--- config.mk ---
export PLATFORM = sky130hd
export DESIGN_NAME = status_led_blink_pattern_core_flat
export DESIGN_NICKNAME = d
export VERILOG_FILES = /design/src/sv/slbp_pkg.sv /design/src/sv/slbp_stream_if.sv /design/src/sv/status_led_blink_pattern_core.sv /design/src/flat_wrapper.sv
export SDC_FILE = /design/constraint.sdc
export NUM_CORES = 1
export LEC_CHECK = 0
export BUFFER_PORTS_ARGS = -buffer_cell sky130_fd_sc_hd__buf_2
export CAP_MARGIN = 0
export CORE_ASPECT_RATIO = 1.2
export CORE_UTILIZATION = 25
export CTS_CLUSTER_SIZE = 25
export DETAILED_ROUTE_END_ITERATION = 8
export SLEW_MARGIN = 20
export SYNTH_ARGS = -nofsm -noshare
export SYNTH_HDL_FRONTEND = slang
export SYNTH_SLANG_ARGS = --single-unit
--- constraint.sdc ---
create_clock -name i_clk -period 4.25 [get_ports i_clk]
set_input_delay 0.425 -clock i_clk [delete_from_list [all_inputs] [get_ports i_clk]]
set_output_delay 0.425 -clock i_clk [all_outputs]
set_load 0.01 [all_outputs]
--- src/sv/slbp_pkg.sv ---
// types, codes and constants shared by the status led blink pattern block
package slbp_pkg;

    localparam int unsigned OPCODE_W   = 3;
    localparam int unsigned ERR_CODE_W = 6;
    localparam int unsigned LED_W      = 3;

    // pause after the blinks of an error code, in ticks
    localparam int unsigned PAUSE_TICKS = 12;
    // length of the fast green blip, in ticks
    localparam int unsigned BLIP_TICKS  = 8;
    localparam int unsigned BLIP_LAST   = 7;

    typedef enum logic [OPCODE_W-1:0] {
        OP_TICK          = 3'd0,
        OP_UNKNOWN       = 3'd1,
        OP_UNKNOWN_PROG  = 3'd2,
        OP_HAPPY         = 3'd3,
        OP_HAPPY_PROG    = 3'd4,
        OP_SAD           = 3'd5
    } t_opcode;

    typedef enum logic [1:0] {
        SEL_RED   = 2'd0,
        SEL_GREEN = 2'd1,
        SEL_BLUE  = 2'd2
    } t_led;

    typedef struct packed {
        logic [OPCODE_W-1:0]   opcode;
        logic [ERR_CODE_W-1:0] error_code;
    } t_in_item;

    typedef struct packed {
        logic [LED_W-1:0] led_drive;
    } t_out_item;

    // one-hot drive of a single led, or all off
    function automatic logic [LED_W-1:0] f_drive(input t_led led, input logic on);
        logic [LED_W-1:0] v;
        v = '0;
        if (on) begin
            unique case (led)
                SEL_RED:   v = 3'b001;
                SEL_GREEN: v = 3'b010;
                SEL_BLUE:  v = 3'b100;
                default:   v = '0;
            endcase
        end
        return v;
    endfunction

endpackage

--- src/sv/slbp_stream_if.sv ---
// valid/ready channel carrying one beat of a payload type
interface slbp_stream_if #(
    parameter type t_payload = logic
);
    logic     valid;
    logic     ready;
    t_payload payload;

    modport source (output valid, output payload, input ready);
    modport sink   (input valid, input payload, output ready);
endinterface

--- src/sv/status_led_blink_pattern_core.sv ---
// an event beat is taken in S_IDLE and updates the mode with no output beat; a tick goes through
// S_DONE to its output register, or through S_MOD, S_EVAL and S_DONE while an error code is shown
// (bit-serial counter modulo); no new beat is taken until a tick is through; events one per
// cycle while idle; the shared subtract/compare unit handles one counter bit per cycle
// reset: synchronous, active low; counter, code and flags clear, red selected,
// no beat pending on the output
module status_led_blink_pattern_core #(
    parameter int unsigned COUNTER_BITS = 32,
    parameter int unsigned CODE_BITS    = 6
) (
    input logic          i_clk,
    input logic          i_rst_n,
    slbp_stream_if.sink   i_in,
    slbp_stream_if.source o_out
);
    import slbp_pkg::*;

    localparam int unsigned DW    = CODE_BITS + 3;
    localparam int unsigned BIT_W = $clog2(COUNTER_BITS);
    localparam int unsigned BLP_W = $clog2(BLIP_TICKS);

    typedef enum logic [3:0] {
        S_IDLE = 4'b0001,
        S_MOD  = 4'b0010,
        S_EVAL = 4'b0100,
        S_DONE = 4'b1000
    } t_state;

    t_state                  r_state, n_state;
    logic [COUNTER_BITS-1:0] r_tick, n_tick;
    logic [CODE_BITS-1:0]    r_code, n_code;
    t_led                    r_sel, n_sel;
    logic                    r_blue_pend, n_blue_pend;
    logic                    r_green_pend, n_green_pend;
    logic                    r_blip, n_blip;
    logic [COUNTER_BITS-1:0] r_dvd, n_dvd;
    logic [DW-1:0]           r_rem, n_rem;
    logic [BIT_W-1:0]        r_bit, n_bit;
    logic [LED_W-1:0]        r_res, n_res;
    logic                    r_out_valid, n_out_valid;
    logic [LED_W-1:0]        r_out_led, n_out_led;

    logic                    w_accept;
    logic [COUNTER_BITS-1:0] w_c;
    logic [DW:0]             w_shift;
    logic [DW:0]             w_div;
    logic [DW-1:0]           w_twice;
    t_led                    w_blip_led;

    assign i_in.ready              = (r_state == S_IDLE);
    assign w_accept                = i_in.valid && i_in.ready;
    assign o_out.valid             = r_out_valid;
    assign o_out.payload.led_drive = r_out_led;

    assign w_c     = r_tick + COUNTER_BITS'(1);
    // shared unit: shift in one counter bit, compare with the period, subtract
    assign w_shift = {r_rem, r_dvd[COUNTER_BITS-1]};
    assign w_div   = (DW+1)'({r_code, 1'b0}) + (DW+1)'(PAUSE_TICKS);
    assign w_twice = DW'({r_code, 1'b0});
    assign w_blip_led = w_c[1] ? SEL_GREEN : r_sel;

    always_comb begin
        n_state      = r_state;
        n_tick       = r_tick;
        n_code       = r_code;
        n_sel        = r_sel;
        n_blue_pend  = r_blue_pend;
        n_green_pend = r_green_pend;
        n_blip       = r_blip;
        n_dvd        = r_dvd;
        n_rem        = r_rem;
        n_bit        = r_bit;
        n_res        = r_res;
        n_out_valid  = r_out_valid;
        n_out_led    = r_out_led;

        if (r_out_valid && o_out.ready) begin
            n_out_valid = 1'b0;
        end

        unique case (r_state)
            S_IDLE: begin
                if (w_accept) begin
                    unique case (t_opcode'(i_in.payload.opcode))
                        OP_TICK: begin
                            n_tick = w_c;
                            if (r_code != '0) begin
                                n_dvd   = w_c;
                                n_rem   = '0;
                                n_bit   = BIT_W'(COUNTER_BITS - 1);
                                n_state = S_MOD;
                            end else begin
                                priority if (r_blip ||
                                             (w_c[BLP_W-1:0] == '0 && r_green_pend)) begin
                                    n_res        = f_drive(w_blip_led, w_c[0]);
                                    n_blip       = (w_c[BLP_W-1:0] != BLP_W'(BLIP_LAST));
                                    n_green_pend = 1'b0;
                                end else if (r_sel == SEL_BLUE && r_blue_pend) begin
                                    n_res       = f_drive(r_sel, w_c[0]);
                                    n_blue_pend = 1'b0;
                                end else if (r_sel == SEL_GREEN && r_green_pend) begin
                                    n_res        = f_drive(r_sel, w_c[0]);
                                    n_green_pend = 1'b0;
                                end else begin
                                    n_res = f_drive(r_sel, w_c[2]);
                                end
                                n_state = S_DONE;
                            end
                        end
                        OP_UNKNOWN: begin
                            n_code = '0;
                            n_sel  = SEL_BLUE;
                        end
                        OP_UNKNOWN_PROG: n_blue_pend = 1'b1;
                        OP_HAPPY: begin
                            n_code = '0;
                            n_sel  = SEL_GREEN;
                        end
                        OP_HAPPY_PROG: n_green_pend = 1'b1;
                        OP_SAD: begin
                            n_code = CODE_BITS'(i_in.payload.error_code);
                            n_sel  = SEL_RED;
                        end
                        default: ;
                    endcase
                end
            end
            S_MOD: begin
                n_rem = (w_shift >= w_div) ? DW'(w_shift - w_div) : DW'(w_shift);
                n_dvd = {r_dvd[COUNTER_BITS-2:0], 1'b0};
                if (r_bit == '0) begin
                    n_state = S_EVAL;
                end else begin
                    n_bit = r_bit - BIT_W'(1);
                end
            end
            S_EVAL: begin
                // blinks during the first 2*code ticks, then the pause
                n_res   = (r_rem >= w_twice) ? '0 : f_drive(r_sel, r_rem[0]);
                n_state = S_DONE;
            end
            S_DONE: begin
                if (!r_out_valid || o_out.ready) begin
                    n_out_valid = 1'b1;
                    n_out_led   = r_res;
                    n_state     = S_IDLE;
                end
            end
            default: n_state = S_IDLE;
        endcase
    end

    always_ff @(posedge i_clk) begin
        if (!i_rst_n) begin
            r_state      <= S_IDLE;
            r_tick       <= '0;
            r_code       <= '0;
            r_sel        <= SEL_RED;
            r_blue_pend  <= 1'b0;
            r_green_pend <= 1'b0;
            r_blip       <= 1'b0;
            r_out_valid  <= 1'b0;
        end else begin
            r_state      <= n_state;
            r_tick       <= n_tick;
            r_code       <= n_code;
            r_sel        <= n_sel;
            r_blue_pend  <= n_blue_pend;
            r_green_pend <= n_green_pend;
            r_blip       <= n_blip;
            r_out_valid  <= n_out_valid;
        end
    end

    always_ff @(posedge i_clk) begin
        r_dvd     <= n_dvd;
        r_rem     <= n_rem;
        r_bit     <= n_bit;
        r_res     <= n_res;
        r_out_led <= n_out_led;
    end

    a_led_onehot: assert property (@(posedge i_clk) disable iff (!i_rst_n)
        o_out.valid |-> $onehot0(o_out.payload.led_drive))
        else $error("more than one led driven");

    a_rem_below_period: assert property (@(posedge i_clk) disable iff (!i_rst_n)
        (r_state == S_MOD || r_state == S_EVAL) |-> ((DW+1)'(r_rem) < w_div))
        else $error("remainder not below blink period");

    a_tick_busy: assert property (@(posedge i_clk) disable iff (!i_rst_n)
        (w_accept && i_in.payload.opcode == OP_TICK) |=> !i_in.ready)
        else $error("ready while a tick is in work");

    a_code_path: assert property (@(posedge i_clk) disable iff (!i_rst_n)
        (r_state == S_MOD) |-> (r_code != '0))
        else $error("modulo running with no error code shown");

endmodule

--- src/flat_wrapper.sv ---
// flat-port wrapper written by rule: the top's interface ports become plain ports
module status_led_blink_pattern_core_flat import slbp_pkg::*;
#(
    parameter int unsigned COUNTER_BITS = 32,
    parameter int unsigned CODE_BITS    = 6
)
  (i_clk, i_rst_n, i_in_valid, i_in_payload, i_in_ready, o_out_valid, o_out_payload, o_out_ready);
  slbp_stream_if #(.t_payload(t_in_item)) i_in_i ();
  slbp_stream_if #(.t_payload(t_out_item)) o_out_i ();
  input logic i_clk;
  input logic i_rst_n;
  input wire logic [$bits(i_in_i.valid)-1:0] i_in_valid;
  input wire logic [$bits(i_in_i.payload)-1:0] i_in_payload;
  output wire logic [$bits(i_in_i.ready)-1:0] i_in_ready;
  output wire logic [$bits(o_out_i.valid)-1:0] o_out_valid;
  output wire logic [$bits(o_out_i.payload)-1:0] o_out_payload;
  input wire logic [$bits(o_out_i.ready)-1:0] o_out_ready;
  assign i_in_i.valid = i_in_valid;
  assign i_in_i.payload = i_in_payload;
  assign i_in_ready = i_in_i.ready;
  assign o_out_valid = o_out_i.valid;
  assign o_out_payload = o_out_i.payload;
  assign o_out_i.ready = o_out_ready;
  status_led_blink_pattern_core #(.COUNTER_BITS(COUNTER_BITS), .CODE_BITS(CODE_BITS)) u_core (.i_clk(i_clk), .i_rst_n(i_rst_n), .i_in(i_in_i), .o_out(o_out_i));
endmodule
* Word-level counts from Yosys, hierarchy flattened
Index checks and enable logic that the tools add are counted.
W data, S select, Z words.
** Word-level totals
- Register bits :: 100
- Word-level logic and storage cells :: 127
- RAM bits :: 0
- Bits in read-only memories :: 0
- Memories :: 0
- Bits in latches :: 0
- Output and inout bits :: 5
- Input bits :: 13
** Cells by class
- Eq/ne operators :: 26
- Muxes and demuxes :: 49
- Multiply operators :: 0
- Div/mod/pow operators :: 0
- Bitwise gates (word level) :: 1
- Shift-type cells :: 0
- Reduce and logical (&&, ||, !) cells :: 32
- $lt $le $gt $ge :: 2
- Add/sub/neg operators :: 4
** Operators with widths (count)
- $mux W32 :: 3
- $pmux W32 S2 :: 1
- $mux W9 :: 4
- $mux W3 :: 11
- $add A32 B1 Y32 const B :: 1
- $mux W4 :: 5
- $mux W5 :: 4
- $pmux W3 S3 :: 2
- $pmux W9 S2 :: 1
- $pmux W4 S4 :: 1
- $ne A2 B2 Y1 const B :: 7
- $pmux W6 S2 :: 1
- $reduce_and A4 Y1 :: 3
- $reduce_and A6 Y1 :: 2
- $ge A10 B8 Y1 :: 1
- $mux W1 :: 10
- $pmux W5 S2 :: 1
- $reduce_and A5 Y1 :: 2
- $reduce_bool A2 Y1 :: 5
- $ge A9 B7 Y1 :: 1
- $reduce_and A3 Y1 :: 3
- $sub A9 B9 Y9 :: 1
- $add A7 B4 Y8 const B :: 1
- $eq A3 B2 Y1 const B :: 2
- other kinds (28) :: 41

* Depth between registers and ports, before layout
Gate-level depths: netlist (run 1).
- Depth after elaboration :: 10
- Depth in mapped cells :: 10
- Mapped depth without buffers :: 10

* Least setup slack after synthesis (run 1)
No wires, ideal clock.
- Path type :: input port to flip-flop
- From :: input i_in_payload[8]
- To :: register u_core.r_bit[0], enable pin
- Library setup time :: 0.375 ns
- Data required time :: 3.875 ns
- Arrival :: 2.856 ns
- Cell stages on the path :: 7
- Path slack :: 1.019 ns
- Path buffers :: 2
- Path through :: clkbuf_1 > nor4b_1 > and2_4 > buf_6 > nand2_1 > nand2_1 > a21boi_0
** On the way
- Cells in the longest elaborated chain, start to end :: 3
** RTL lines
- start: declaration :: RTL line flat_wrapper.sv:13 : input wire logic [$bits(i_in_i.payload)-1:0] i_in_payload;
- $logic_not A3 Y1 :: RTL line status_led_blink_pattern_core.sv:84 : unique case (t_opcode'(i_in.payload.opcode))
- $ne A2 B2 Y1 (no source line)
- $reduce_and A5 Y1 (no source line)
- end signal: assignment :: RTL line status_led_blink_pattern_core.sv:178 : r_bit <= n_bit;
- end: declaration :: RTL line status_led_blink_pattern_core.sv:38 : logic [BIT_W-1:0] r_bit, n_bit;
Every way passes these cells.
A chain may end at the register's enable or synchronous reset.

* Worst setup path in the final report (run 1)
- From :: register u_core.r_code[1]
- To :: register u_core.r_rem[3] (data pin)
** On the way
- Cells in the longest elaborated chain, start to end :: 4
** RTL lines
- start: declaration :: RTL line status_led_blink_pattern_core.sv:31 : logic [CODE_BITS-1:0] r_code, n_code;
- start signal: assignment :: RTL line status_led_blink_pattern_core.sv:166 : r_code <= n_code;
- $add A7 B4 Y8 * :: RTL line status_led_blink_pattern_core.sv:58 : assign w_div = (DW+1)'({r_code, 1'b0}) + (DW+1)'(PAUSE_TICKS);
- $sub A9 B9 Y9 / $ge A10 B8 Y1 (equally long branches) :: RTL line status_led_blink_pattern_core.sv:129 : n_rem = (w_shift >= w_div) ? DW'(w_shift - w_div) : DW'(w_shift);
- $mux W9 * :: RTL line status_led_blink_pattern_core.sv:129
- $pmux W9 S2 * :: RTL line status_led_blink_pattern_core.sv:81 : unique case (r_state)
- end signal: assignment :: RTL line status_led_blink_pattern_core.sv:177 : r_rem <= n_rem;
- end: declaration :: RTL line status_led_blink_pattern_core.sv:37 : logic [DW-1:0] r_rem, n_rem;
Mark *: on every way between the ends. The rest lies on a longest branch, timed or not.

==> impl_metrics.tcl, run 1 <==
set metrics [dict create \
    pwr-share-seq_pct 53.8 \
    crit_fanout 10 \
    dieArea_um2 22800 \
    wl_met3_um 310 \
    p_clk_share_pct 43.0 \
    vias 4120 \
    ys_seq_elements 100 \
    synthCells 601 \
    htreeDepth 3 \
    initial_utilization_pct 25.6 \
    synthesis.nets 633 \
    cts-resized-gates 0 \
    antenna_found_initial 0 \
    cts_sinks 100 \
    synth-edff-count 52 \
    cts_tree "yes" \
    async_reset_ff_share_pct 0 \
    swShare_pct 21.3 \
    fmax_mhz 332 \
    wirelength_mm 11.6 \
    synth_area_um2 5550 \
    netlist-cell-type-count 63 \
    rsz0062_at_grt "no" \
    worstSetupEndpointType "register" \
    wl_met2_mm 5.61 \
    dr.max_layer_used "met4" \
    drive_gt1_share_pct 8.21 \
    postCtsSetupRepairBufs 0 \
    pwr-share-comb_pct 3.2 \
    critPathLaunchType "register" \
    rrSetupSlack_ns 1.23 \
    wl_per_cell_um 13.2 \
    gp_congestion 0.832 \
    syn_avg_cell_area_um2 9.23 \
    cap_violations 0 \
    min_period_over_period_pct 71.0 \
    via_per_inst 4.67 \
    root_buffer "clkbuf_16" \
    io_pins 18 \
    clk_latency_ns 0.34 \
    num-nets-final 636 \
    grt_pass1_vias 3960 \
    worstPathRequired_ns 4.32 \
    hold_viol 0 \
    drc 0 \
    die_w_um 138 \
    ys.warnings.count 0 \
    core_um2 21700 \
    postSynth.topFlopCell "edfxtp_1" \
    portBuffers 17 \
    period_minus_slack_ns 3.02 \
    fp.dieH_um 165 \
    ys_seq_area_share_pct 45.5 \
    drt_pass1_iterations 4 \
    drv_slew 0 \
    grt_pass1_wl_mm 18.9 \
    numCtsBuffers 9 \
    areaGrowthSynthToFinish_pct 11.2 \
    initialDrtViolationCount 291 \
    maxSlewHeadroom_pct 45.1 \
    ctsLongestPathBuffers 2 \
    crit_type "reg -> reg" \
    layout_common_cells "nand2_1, nor2_1, edfxtp_1" \
    grt_max_degree 69 \
    grt_use_total_pct 10.5 \
    final_common_cell "nand2_1" \
    arrival_ns 3.08 \
    irDropWorstVdd_v 0.000197 \
    diodes 0 \
    p_int_mw 1.49 \
    drt-met1-wl_mm 5.59 \
    multi_input_area_um2 2820 \
    fillers 2307 \
    path_clk_slew_ns 0.07 \
    status "finished clean" \
    powerDensity_nw_per_um2 306 \
    dp_hpwl_mm 8.25 \
    switching_power_mw 0.402 \
    grt_overflow 0 \
    std_cell_rows 59 \
    ant_nets 0 \
    tns_ns 0 \
    power_mw 1.89 \
    setup_viol_count_final 0 \
    fin_skew_ns 0.00924 \
    ctsHoldBuffers 0 \
    p_leak_nw 2.02 \
    hp-class "in -> reg" \
    worst_pin_slew_ns 0.812 \
    register_area_um2 2520 \
]
## per-layer routing
| metal | up-vias | track usage [%] |
|---|---|---|
| met3 | 9 | 2.01 |
| met1 | 1922 | 13.1 |
| met4 | 0 | 3.41 |
| met5 | - | 0 |
| met2 | 50 | 17.9 |
| li1 | 2139 | - |
## cell usage after synthesis (5+ instances only)
cell type | number | area share, %
edfxtp_1 | 52 | 28
xor2_1 | 37 | 5.8
ha_1 | 18 | 4.1
nor2_1 | 63 | 4.3
mux2i_1 | 9 | 1.6
nand2b_1 | 6 | 0.68
clkbuf_1 | 19 | 1.3
and3_1 | 5 | 0.56
dfxtp_1 | 48 | 17
nor3_1 | 11 | 0.99
nor4_1 | 5 | 0.56
inv_1 | 18 | 1.2
nand3_1 | 25 | 2.3
xnor2_1 | 21 | 3.3
a21o_1 | 6 | 0.81
a21oi_1 | 29 | 2.6
nand4b_1 | 5 | 0.79
or3_1 | 9 | 1.0
a211oi_1 | 7 | 0.95
nand3b_1 | 7 | 0.95
nand4_1 | 21 | 2.4
and2_1 | 5 | 0.56
o21ai_0 | 42 | 3.8
nand2_1 | 78 | 5.3
## metrics by stage
step / instance area, um^2 / setup slack, ns / hold slack (ns) / util (%) / std cells
finish: 6170 / 1.23 / 0.343 / 28.4 / 883
global placement: 5880 / 1.27 / 0.403 / 27.1 / 867
CTS: 6170 / 1.23 / 0.336 / 28.4 / 883
detailed placement: 5880 / 1.24 / 0.408 / 27.1 / 867
global route: 6170 / 0.984 / 0.347 / 28.4 / 883
floorplan: 5550 / 1.02 / 0.400 / - / 601
## final cells by class
type,count,share of cell area (%)
Clock buffer,11,3.77
Clock inverter,5,0.832
Inverter,20,1.22
Multi-Input combinational cell,451,45.7
Sequential cell,100,40.9
Tap cell,274,5.56
Timing Repair Buffer,22,1.99
## registers in the layout (all words and copies together), names as in the netlist
name and flops:
u_core.r_dvd 32, u_core.r_tick 32, u_core.r_rem 9, u_core.r_code 6, u_core.r_bit 5, u_core.r_state 4
u_core.o_out.payload 3, u_core.r_res 3, u_core.r_sel 2, u_core.o_out.valid 1, u_core.r_blip 1, u_core.r_blue_pend 1
u_core.r_green_pend 1
## worst max-delay path, stage by stage (launching register included)
cell	delay, ns
dfxtp_1	0.43
inv_1	0.09
ha_1	0.30
ha_1	0.36
a21oi_1	0.33
nand3_1	0.20
a2111oi_4	0.72
mux2i_1	0.26
nor2_1	0.05
## cells by family after synthesis
| kind of cell | Yosys count | synth area share (%) |
|---|---|---|
| AND/OR/NAND/NOR | 261 | 23.9 |
| AO/OA/AOI/OAI | 103 | 11.4 |
| flip-flops | 100 | 45.5 |
| XOR/XNOR | 58 | 9.16 |
| buffers and inverters | 50 | 3.79 |
| adder cells (fa/ha/maj) | 19 | 4.42 |
| multiplexers | 10 | 1.83 |
## power groups by stage
stage / Clock [mW] / Sequential [mW] / Combinational, mW
after floorplan: 0 / 1.04 / 0.0430
after global placement: 0 / 1.04 / 0.0613
after detailed placement: 0 / 1.04 / 0.0614
after CTS: 0.832 / 1.02 / 0.0618
after global routing: 0.873 / 1.02 / 0.0676
final: 0.812 / 1.02 / 0.0609
## path summary, 6_finish.rpt
check	start	to	depth (start not counted)
setup / recovery	u_core.r_code[1]	u_core.r_rem[3]	8
hold reg to reg	u_core.r_res[2]	u_core.o_out.payload[2]	0
hold / removal	i_in_payload[5]	u_core.r_code[5]	3
setup reg to reg	u_core.r_code[1]	u_core.r_rem[3]	8
Power figures use the tool's default switching activity.
==> run 2: changes to the inputs <==
==> constraint.sdc (replaced) <==
create_clock -name i_clk -period 2.48 [get_ports i_clk]
set_input_delay 0.248 -clock i_clk [delete_from_list [all_inputs] [get_ports i_clk]]
set_output_delay 0.248 -clock i_clk [all_outputs]
set_load 0.01 [all_outputs]
==> run 2 against run 1 <==
  * Clock power up 90%
  * Largest power group unchanged
  * Power rose by 80%
  * Highest routed layer unchanged
  * Final cell count rose by 2.8%
  * Critical endpoint is now u_core.r_rem[2]
  * Clock skew down 0.0022 ns
  * Count of clock-buffer cells in the layout is 1 lower
==> impl_metrics.tcl, run 2 (synthesized netlist as in run 1, its figures left out) <==
set metrics [dict create \
    cts_sinks 100 \
    cap_violations 0 \
    status "finished clean" \
    reg2reg_depth 9 \
    core_um2 21700 \
    min_period_over_period_pct 94.8 \
    clk_latency_ns 0.34 \
    vias 4298 \
    fmax_mhz 425 \
    htreeDepth 3 \
    grt_use_total_pct 11.1 \
    final_common_cell "nand2_1" \
    drive_gt1_share_pct 15.3 \
    p_leak_nw 2.18 \
    layout_common_cells "nand2_1, nor2_1, edfxtp_1" \
    crit_fanout 5 \
    areaGrowthSynthToFinish_pct 17.1 \
    diodes 0 \
    via_per_inst 4.73 \
    fillers 2302 \
    worst_pin_slew_ns 0.552 \
    wirelength_mm 12.1 \
    worstSetupEndpointType "register" \
    worstReg2RegStart "u_core.r_code[5]" \
    cts_tree "yes" \
    drt_pass1_iterations 4 \
    holdWs_ns 0.160 \
    rrSetupSlack_ns 0.13 \
    placed_cell_area_um2 6130 \
    initialDrtViolationCount 258 \
    setup_ws_ns 0.130 \
    arrival_ns 2.45 \
    hp-class "in -> reg" \
    worstPathRequired_ns 2.58 \
    critPathLaunchType "register" \
    register_area_um2 2530 \
    drc 0 \
    grt_pass1_wl_mm 19.9 \
    worstHoldEndpoint "u_core.r_code[3]" \
    period_minus_slack_ns 2.35 \
    max_stage_delay_ns 0.53 \
    grt_pass1_vias 3969 \
    maxSlewHeadroom_pct 63.1 \
    num-nets-final 661 \
    ctsLongestPathBuffers 2 \
    crit_type "reg -> reg" \
    drv_slew 0 \
    tns_ns 0 \
    path_clk_slew_ns 0.07 \
    whs_path_depth 3 \
    post-place-ws_ns 0.0755 \
    r2r-end "u_core.r_rem[2]" \
    numCtsBuffers 9 \
    dp_hpwl_mm 8.59 \
    irDropWorstVdd_v 0.000276 \
    ant_nets 0 \
    ctsHoldBuffers 0 \
    power_mw 3.40 \
    design_area_um2 6490 \
    wl_per_cell_um 13.3 \
    path_cells "inv_2 -> or4_4 -> ha_4 -> a21oi_2 -> o21ai_2 -> a2111oi_4 -> buf_6 -> mux2i_1 -> nor2_1" \
    crit_slowest_cell "or4_4" \
    reg_top3 "u_core.r_dvd: 32 flops, u_core.r_tick: 32 flops, u_core.r_rem: 9 flops" \
    die_w_um 138 \
    initial_utilization_pct 25.6 \
    io_pins 18 \
    min-delay-start "i_in_payload[3]" \
    dieArea_um2 22800 \
    fp.dieH_um 165 \
    instances_no_fill 908 \
    rsz0062_at_grt "no" \
    std_cell_rows 59 \
    antenna_found_initial 0 \
    grt_overflow 0 \
    setup_viol_count_final 0 \
    place_inst 890 \
    hold_viol 0 \
    multi_input_area_um2 2880 \
    portBuffers 17 \
    gp_congestion 0.843 \
    fin_util_pct 29.9 \
    fin_skew_ns 0.00706 \
    root_buffer "clkbuf_16" \
    powerDensity_nw_per_um2 523 \
    grt_max_degree 69 \
]
-- run 2: changes by cell type in the layout (fill, tap and decap cells not counted), sizes merged --
cell,previous run,this run
clkinv,4,2
clkinvlp,0,3
bufinv,1,2
clkbuf,11,10
inv,20,19
buf,22,47
-- run 2: report_power, final --
part / total, mW / internal, mW / leakage (nW) / switching (mW)
combinational: 0.119 / 0.0456 / 1.16 / 0.0736
sequential: 1.74 / 1.73 / 0.877 / 0.00804
clock: 1.54 / 0.910 / 0.151 / 0.628
total: 3.40 / 2.69 / 2.18 / 0.709
-- run 2: cell type report --
class | count | share of cell area, %
clock buffer | 10 | 3.68
clock inverter | 6 | 1.35
inverter | 20 | 1.16
multi-input combinational | 451 | 44.4
sequential | 100 | 39.0
tap | 274 | 5.28
timing repair buffer | 47 | 5.19
-- run 2: worst max-delay path by stage --
stage | from | end | slack, ns | cells after the start
after floorplan | u_core.r_code[5] | u_core.r_rem[2] | 0.006 | 8
after global placement | u_core.r_code[4] | u_core.r_rem[4] | 0.10 | 9
after detailed placement | u_core.r_code[4] | u_core.r_rem[2] | 0.08 | 9
after CTS | u_core.r_code[4] | u_core.r_rem[2] | 0.07 | 9
after global routing | u_core.r_code[1] | u_core.r_rem[2] | 0.0003 | 11
final | u_core.r_code[5] | u_core.r_rem[2] | 0.13 | 9
-- run 2: repair_timing --
item,CTS,global route
setup endpoints to repair,0,6
setup buffers,0,1
gates resized for setup,0,11
-- run 2: layer usage --
| metal | share of wire (%) | routed length, um | vias up | global-route usage [%] |
|---|---|---|---|---|
| li1 | - | - | 2200 | - |
| met1 | 46 | 5600 | 2023 | 13.9 |
| met2 | 49 | 5980 | 63 | 19.2 |
| met3 | 3.3 | 394 | 12 | 2.29 |
| met4 | 1.1 | 128 | 0 | 2.87 |
| met5 | 0 | 0 | - | 0 |
-- run 2: critical path, delay by kind of cell, from the launching register on --
kind	cells	cell delay, ns
simple gates	2	0.58
compound gates	3	0.54
flops	1	0.34
fa+ha+maj	1	0.25
buf+inv	2	0.22
mux	1	0.18
==> run 3: changes to the inputs <==
--- a/config.mk
+++ b/config.mk
@@ -9,6 +9,7 @@
 export CAP_MARGIN = 0
 export CORE_ASPECT_RATIO = 1.2
 export CORE_UTILIZATION = 25
+export CTS_BUF_LIST = sky130_fd_sc_hd__clkbuf_16
 export CTS_CLUSTER_SIZE = 25
 export DETAILED_ROUTE_END_ITERATION = 8
 export SLEW_MARGIN = 20
==> run 3 against run 2 <==
  * Die area is the same
  * First-iteration DRC count shrank 0.78%
  * Count of clock-buffer cells in the layout shrank 1
  * Global-route usage is essentially flat
  * Clock skew grew 0.00051 ns
  * Non-clock buffer count is the same
  * Worst hold slack gained 0.00085 ns
  * Sequential share of layout area grew 0.060 points
==> impl_metrics.tcl, run 3 (synthesized netlist as in run 1, its figures left out) <==
set metrics [dict create \
    period_minus_slack_ns 2.35 \
    num-nets-final 661 \
    fillers 2300 \
    root_buffer "clkbuf_16" \
    areaGrowthSynthToFinish_pct 16.9 \
    worst_pin_slew_ns 0.549 \
    wl_per_cell_um 13.3 \
    cap_violations 0 \
    maxSlewHeadroom_pct 63.2 \
    status "finished clean" \
    grt_max_degree 69 \
    grt_use_total_pct 11.1 \
    vias 4263 \
    reg_top3 "u_core.r_dvd: 32 flops, u_core.r_tick: 32 flops, u_core.r_rem: 9 flops" \
    hold_viol 0 \
    final_common_cell "nand2_1" \
    setup_viol_count_final 0 \
    switching_power_mw 0.709 \
    grt_pass1_wl_mm 19.9 \
    htreeDepth 3 \
    portBuffers 17 \
    initial_utilization_pct 25.6 \
    pwr-share-seq_pct 51.7 \
    io_pins 18 \
    dp_hpwl_mm 8.59 \
    path_clk_slew_ns 0.07 \
    cts_tree "yes" \
    rsz0062_at_grt "yes" \
    drc 0 \
    p_int_mw 2.66 \
    antenna_found_initial 0 \
    cts_sinks 100 \
    whs_path_depth 3 \
    initialDrtViolationCount 256 \
    layout_common_cells "nand2_1, nor2_1, edfxtp_1" \
    ant_nets 0 \
    fp.dieH_um 165 \
    drive_gt1_share_pct 15.1 \
    irDropWorstVdd_v 0.000262 \
    std_cell_rows 59 \
    reg2reg_depth 9 \
    powerDensity_nw_per_um2 519 \
    arrival_ns 2.45 \
    worstSetupEndpointType "register" \
    crit_fanout 5 \
    gp_congestion 0.843 \
    p_leak_nw 2.18 \
    crit_type "reg -> reg" \
    ctsLongestPathBuffers 2 \
    fmax_mhz 426 \
    core_um2 21700 \
    via_per_inst 4.69 \
    drt_pass1_iterations 5 \
    hp-class "in -> reg" \
    fin_skew_ns 0.00756 \
    diodes 0 \
    min_period_over_period_pct 94.7 \
    design_area_um2 6480 \
    dieArea_um2 22800 \
    worstPathRequired_ns 2.58 \
    drv_slew 0 \
    die_w_um 138 \
    wirelength_mm 12.0 \
    placed_cell_area_um2 6130 \
    grt_overflow 0 \
    clk_latency_ns 0.34 \
    grt_pass1_vias 3968 \
    numCtsBuffers 9 \
    critPathLaunchType "register" \
    power_mw 3.37 \
    swShare_pct 21.1 \
    pwr-share-comb_pct 3.5 \
    fin_util_pct 29.9 \
    p_clk_share_pct 44.8 \
]
## run 3: changes by cell type in the layout (fill, tap and decap cells not counted), sizes merged
cell	before	now
clkbuf	10	9
clkinv	2	3
## run 3: metal layers
layer	global-route usage [%]	vias to the layer above	share of wire, %
met3	2.29	13	3.3
li1	-	2199	-
met2	19.2	57	50
met1	13.9	1994	46
met5	0	-	0
met4	2.87	0	1.3
## run 3: stage by stage
| stage | setup slack (ns) | TNS, ns | hold slack (ns) | instances |
|---|---|---|---|---|
| floorplan | 0.00635 | 0 | 0.392 | 601 |
| global placement | 0.105 | 0 | 0.405 | 890 |
| detailed placement | 0.0755 | 0 | 0.406 | 890 |
| CTS | 0.0741 | 0 | 0.147 | 906 |
| global route | -0.000846 | -0.000846 | 0.156 | 908 |
| finish | 0.131 | 0 | 0.161 | 908 |
## run 3: layout make-up
type,instances,area [um^2],area share [%]
multi-input cells,451,2880,44.5
repair buffers,47,337,5.19
flip-flops and latches,100,2530,39.0
inverters,20,75.1,1.16
clock inverters,7,91.3,1.41
clock buffers,9,225,3.47
well taps,274,343,5.29
## run 3: timing repair
| action | 4_1_cts | 5_1_grt |
|---|---|---|
| hold buffers | 0 | 0 |
| buffers inserted | 0 | 1 |
| resized for setup | 0 | 11 |
| endpoints found under the setup margin | 0 | 6 |
## run 3: power by group through the flow
stage               sequential, mW  clock, mW  combinational (mW)
global route                  1.74       1.60               0.133
finish                        1.74       1.51               0.119
global placement              1.78          0               0.118
floorplan                     1.77          0              0.0752
CTS                           1.74       1.55               0.120
detailed placement            1.78          0               0.119
## run 3: critical path: stages, from the launching register on
cell and delay (ns):
dfxtp_2 0.33, inv_2 0.04, or4_4 0.53, ha_4 0.25, a21oi_2 0.13, o21ai_2 0.09
a2111oi_4 0.32, buf_6 0.18, mux2i_1 0.18, nor2_1 0.05
## run 3: final timing paths
kind               startpoint                       to  slack [ns]
max reg2reg  u_core.r_code[5]          u_core.r_rem[2]        0.13
min           i_in_payload[3]         u_core.r_code[3]        0.16
min reg2reg   u_core.r_res[0]  u_core.o_out.payload[0]        0.42
max          u_core.r_code[5]          u_core.r_rem[2]        0.13
